===== src/sv/ias_pkg.sv =====
// ----------------------------------------------------------------------------
// ias_pkg
// Shared widths, codes and entry types of the integer alias-table sampler.
// ----------------------------------------------------------------------------
package ias_pkg;

    localparam int MAX_OUTCOMES = 1024;
    localparam int IDX_W        = $clog2(MAX_OUTCOMES);
    localparam int CNT_W        = $clog2(MAX_OUTCOMES + 1);
    localparam int WEIGHT_W     = 32;
    localparam int SHARE_W      = 31;
    localparam int TOT_W        = WEIGHT_W + IDX_W;
    localparam int DVD_W        = WEIGHT_W + SHARE_W;
    localparam int OUTCOME_W    = 10;

    localparam logic [SHARE_W-1:0] FULL_MASS = 31'h7fffffff;

    typedef logic [1:0] status_t;
    localparam status_t STATUS_OK      = 2'd0;
    localparam status_t STATUS_ZERO    = 2'd1;
    localparam status_t STATUS_NOTABLE = 2'd2;

    typedef struct packed {
        logic [IDX_W-1:0]   cell_idx;
        logic [SHARE_W-1:0] share;
    } qentry_t;

    typedef struct packed {
        logic [IDX_W-1:0]   alias_cell;
        logic [SHARE_W-1:0] bound;
    } aentry_t;

    function automatic logic [IDX_W-1:0] wrap_inc(input logic [IDX_W-1:0] p);
        if (p == IDX_W'(MAX_OUTCOMES - 1)) begin
            return '0;
        end
        return p + 1'b1;
    endfunction

endpackage


===== src/sv/ias_div.sv =====
// ----------------------------------------------------------------------------
// ias_div
// Restoring divider, one quotient bit per cycle. The upper part of the
// dividend must be below the divisor, so the quotient fits its width.
// ----------------------------------------------------------------------------
module ias_div (
    input  logic                          aclk,
    input  logic                          aresetn,
    input  logic                          start,
    input  logic [ias_pkg::DVD_W-1:0]     dividend,
    input  logic [ias_pkg::TOT_W-1:0]     divisor,
    output logic                          done,
    output logic [ias_pkg::SHARE_W-1:0]   quotient
);
    import ias_pkg::*;

    localparam int STEP_W = $clog2(SHARE_W + 1);

    logic [TOT_W-1:0]   rem_reg, rem_next;
    logic [SHARE_W-1:0] low_reg, low_next;
    logic [SHARE_W-1:0] q_reg, q_next;
    logic [TOT_W-1:0]   div_reg, div_next;
    logic [STEP_W-1:0]  cnt_reg, cnt_next;
    logic               busy_reg, busy_next;
    logic               done_reg, done_next;
    logic [TOT_W:0]     trial;

    always_comb begin
        rem_next  = rem_reg;
        low_next  = low_reg;
        q_next    = q_reg;
        div_next  = div_reg;
        cnt_next  = cnt_reg;
        busy_next = busy_reg;
        done_next = 1'b0;
        trial     = {rem_reg, low_reg[SHARE_W-1]};
        if (start) begin
            rem_next  = TOT_W'(dividend[DVD_W-1:SHARE_W]);
            low_next  = dividend[SHARE_W-1:0];
            div_next  = divisor;
            cnt_next  = STEP_W'(SHARE_W);
            busy_next = 1'b1;
        end else if (busy_reg) begin
            low_next = {low_reg[SHARE_W-2:0], 1'b0};
            if (trial >= {1'b0, div_reg}) begin
                rem_next = TOT_W'(trial - {1'b0, div_reg});
                q_next   = {q_reg[SHARE_W-2:0], 1'b1};
            end else begin
                rem_next = trial[TOT_W-1:0];
                q_next   = {q_reg[SHARE_W-2:0], 1'b0};
            end
            cnt_next = cnt_reg - 1'b1;
            if (cnt_reg == STEP_W'(1)) begin
                busy_next = 1'b0;
                done_next = 1'b1;
            end
        end
    end

    always_ff @(posedge aclk) begin
        if (!aresetn) begin
            busy_reg <= 1'b0;
            done_reg <= 1'b0;
        end else begin
            busy_reg <= busy_next;
            done_reg <= done_next;
        end
        rem_reg <= rem_next;
        low_reg <= low_next;
        q_reg   <= q_next;
        div_reg <= div_next;
        cnt_reg <= cnt_next;
    end

    assign done     = done_reg;
    assign quotient = q_reg;

endmodule


===== config.mk =====
export PLATFORM = sky130hd
export DESIGN_NAME = ias_div
export DESIGN_NICKNAME = d
export VERILOG_FILES = /design/src/sv/ias_pkg.sv /design/src/sv/ias_div.sv
export SDC_FILE = /design/constraint.sdc
export NUM_CORES = 1
export LEC_CHECK = 0
export BUFFER_PORTS_ARGS = -buffer_cell sky130_fd_sc_hd__buf_4
export CAP_MARGIN = 20
export CELL_PAD_IN_SITES_DETAIL_PLACEMENT = 0
export CELL_PAD_IN_SITES_GLOBAL_PLACEMENT = 1
export CORE_MARGIN = 5
export CORE_UTILIZATION = 35
export DETAILED_ROUTE_END_ITERATION = 16
export GPL_ROUTABILITY_DRIVEN = 0
export HOLD_SLACK_MARGIN = 0.08
export PLACE_DENSITY_LB_ADDON = 0.12
export SETUP_SLACK_MARGIN = 0.05
export SYNTH_ARGS = -nofsm -noshare
export SYNTH_HDL_FRONTEND = slang
export SYNTH_SLANG_ARGS = --single-unit

===== constraint.sdc =====
create_clock -name aclk -period 5 [get_ports aclk]
set_input_delay 0.25 -clock aclk [delete_from_list [all_inputs] [get_ports aclk]]
set_output_delay 0.25 -clock aclk [all_outputs]
set_load 0.05 [all_outputs]

==> flow_summary.ini <==
[global_route]
antenna_found_initial = 0
grt_max_degree = 69
grt_pass1_wl_um = 32900
overflow = 0
track_usage = 0.145
first_global_vias = 6382

[clock_tree]
cts-root-buf = clkbuf_16
cts_buffers = 17
clk_latency_ns = 0.43
clk_path_buf_depth = 2
cts_setup_buffers = 0
post_cts_resized = 0
clock_sinks = 153
cts.reportedPaths.clkPinSlew_ns = 0.07
tritoncts = done
htree_num_levels = 4

[pwr]
pwr-share-clk = 0.337
switching_share = 0.289
power_frac_comb = 0.249
switchingPower_mw = 1.09
ir_drop_v = 0.000169
power.leakage_nw = 4.54
power.internal_mw = 2.68
p_seq_frac = 0.415
powerDensity_mw_per_mm2 = 344

[die]
dieArea_mm2 = 0.0277
fp.dieH_um = 166
rows = 57
initial_utilization = 0.353
core_mm2 = 0.0242
pin_count = 140
die_x_um = 166

[timing]
finClkSkew_ns = 0.0172
rsz0062_at_grt = false
hold_violations = 0
drv_slew = 0
fin_ws_ns = 1.39
fin_hold_ws_ns = 0.103
period_needed_ns = 3.61
tns_ns = 0
worstMarginPinSlew_ns = 0.853
slew_headroom = 0.431
fmax_ghz = 0.277
finalCritPeriodShare = 0.722
setup_viol = 0

[synthesis]
yosysSeqAreaShare = 0.516
synth.avg_cell_area_um2 = 11.0
synth_edf_count = 136
yosysTopAreaCellShare = 0.477
synth-xor-area-share = 0.0347
netlist_top_cells_area = edfxtp_1 48%, mux2_2 7.8%, ha_1 6.4%, dfxtp_1 4.0%, nand2_1 3.3%
synth_adder_area_share = 0.0666
ys_async_sr_fraction = 0
synth_cell_types = 70
yosysWarnings = 0
synthSimpleGateAreaFrac = 0.113
synthMuxAreaShare = 0.0799
synth_top_family_by_area = compound AO/OA/AOI/OAI gates
netlist_area_mm2 = 0.00857
synth_top_area_cell = edfxtp_1
ys_seq_elements = 153
syn_nets = 934
synth_compound_area_frac = 0.145
synth_cells = 781
synth_flop_cell = edfxtp_1

[outcome]
status = complete, no violations

[run]
maxCapViolCount = 0

[worst_setup_path]
cp-start-kind = flop
end_kind = flop
required_ns = 5.17
critical_path_class = flop to flop
cp_max_fo = 29
critPathArrivalTime_ns = 3.78

[finish]
area_delta_synth_final_pct = 27.9
num-fill-cells = 2348
final_cell_mix = 146 x buf_4, 136 x edfxtp_1, 75 x nand2_1
n_antenna_cell = 0
final_common_cell = buf_4
stdcell_count = 1293
postLayoutCoreUtil = 0.452
finalNetCount = 1109
drive_gt1_frac = 0.257

[place]
pre_cts_slack_ns = 1.35
dp_hpwl_um = 15100
placed_cells = 1218
numPortBuffers = 139

[detailed_routing]
drtPass1Iterations = 5
ant_nets = 0
drt-initial-drc-count = 302
wl_um = 20500
vias = 6365
wl_per_cell_um = 15.8
viasPerCell = 4.92
drc_errors = 0

[hold_path]
hp-class = input port to flop
-- power groups by stage --
stage / combinational, mW / clock, mW / sequential, mW
3_5_place_dp: 0.914 / 0 / 1.59
3_3_place_gp: 0.918 / 0 / 1.59
2_1_floorplan: 0.633 / 0 / 1.61
6_report: 0.938 / 1.27 / 1.56
5_1_grt: 1.05 / 1.37 / 1.57
4_1_cts: 0.948 / 1.31 / 1.56
-- critical path, stage by stage (launching register included) --
cell and delay [ns]:
edfxtp_1 0.39, ha_1 0.41, a2111oi_0 0.46, o21ai_0 0.18, o211ai_1 0.23, and3_1 0.18, a2bb2oi_1 0.17, nor2b_4 0.53
buf_4 0.38, o21ai_0 0.14, mux2_2 0.27
-- stage by stage --
stage | cell area [um^2] | total power, mW
floorplan | 8570 | 2.24
global placement | 9930 | 2.51
detailed placement | 9950 | 2.50
CTS | 11000 | 3.82
global route | 11000 | 3.99
finish | 11000 | 3.77
-- routing by layer --
metal  wire [um]  track usage
met1       10000        0.198
met5           0            0
met2        9290        0.234
met3         959       0.0377
met4         216       0.0327
-- kinds of logic (layout without fill, tap and decap cells) --
family                   Yosys count  after routing
AO/OA/AOI/OAI                    192            192
XOR/XNOR                          34             34
adder cells (fa/ha/maj)           45             45
buffers and inverters             95            283
flip-flops                       153            153
multiplexers                      61             61
AND/OR/NAND/NOR                  201            201
-- synth_stat cells (2+ instances only) --
master and number:
and2_1 6, o31a_1 2, nor2b_1 6, buf_4 2, and3_1 6, nor4_1 6
xor2_1 16, nor2_1 37, clkbuf_1 22, a211oi_1 7, or3_1 2, o31ai_1 4
a31oi_1 8, edfxtp_1 136, nor3_1 16, nand3_1 14, o211a_1 2, mux2_2 59
a21o_1 19, ha_1 44, a31o_2 2, o21ai_0 52, nand4_1 11, o211ai_1 3
o2111ai_1 3, dfxtp_1 17, a2111oi_0 2, o21bai_1 7, a21oi_1 50, buf_1 3
nand2b_1 9, a21boi_0 4, inv_1 60, a311o_1 2, nand2_1 75, o21a_1 6
o22ai_1 3, o21ai_1 2, mux2i_1 2, a32oi_1 2, xnor2_1 18, buf_2 6
-- worst paths after layout --
path / startpoint / endpoint / slack (ns) / cells past startpoint
worst min-delay path: dividend[0] / low_reg[0] / 0.10 / 2
worst min register to register: quotient[2] / quotient[3] / 0.45 / 0
worst max-delay path: rem_reg[23] / rem_reg[13] / 1.39 / 10
worst max register to register: rem_reg[23] / rem_reg[13] / 1.39 / 10
-- timing repair --
| action | in CTS | in global routing |
|---|---|---|
| endpoints found under the setup margin | 0 | 0 |
| hold endpoints to repair | 43 | 0 |
| hold buffers | 43 | 0 |
-- layout make-up --
class / instances / area, um^2 / share of cell area
clock buffers: 24 / 493 / 0.0450
clock inverters: 8 / 85.1 / 0.00777
inverters: 61 / 229 / 0.0209
multi-input cells: 533 / 3770 / 0.344
flip-flops and latches: 153 / 4420 / 0.404
well taps: 324 / 405 / 0.0370
repair buffers: 190 / 1550 / 0.141
No activity file was read; power rests on OpenSTA's default activity.
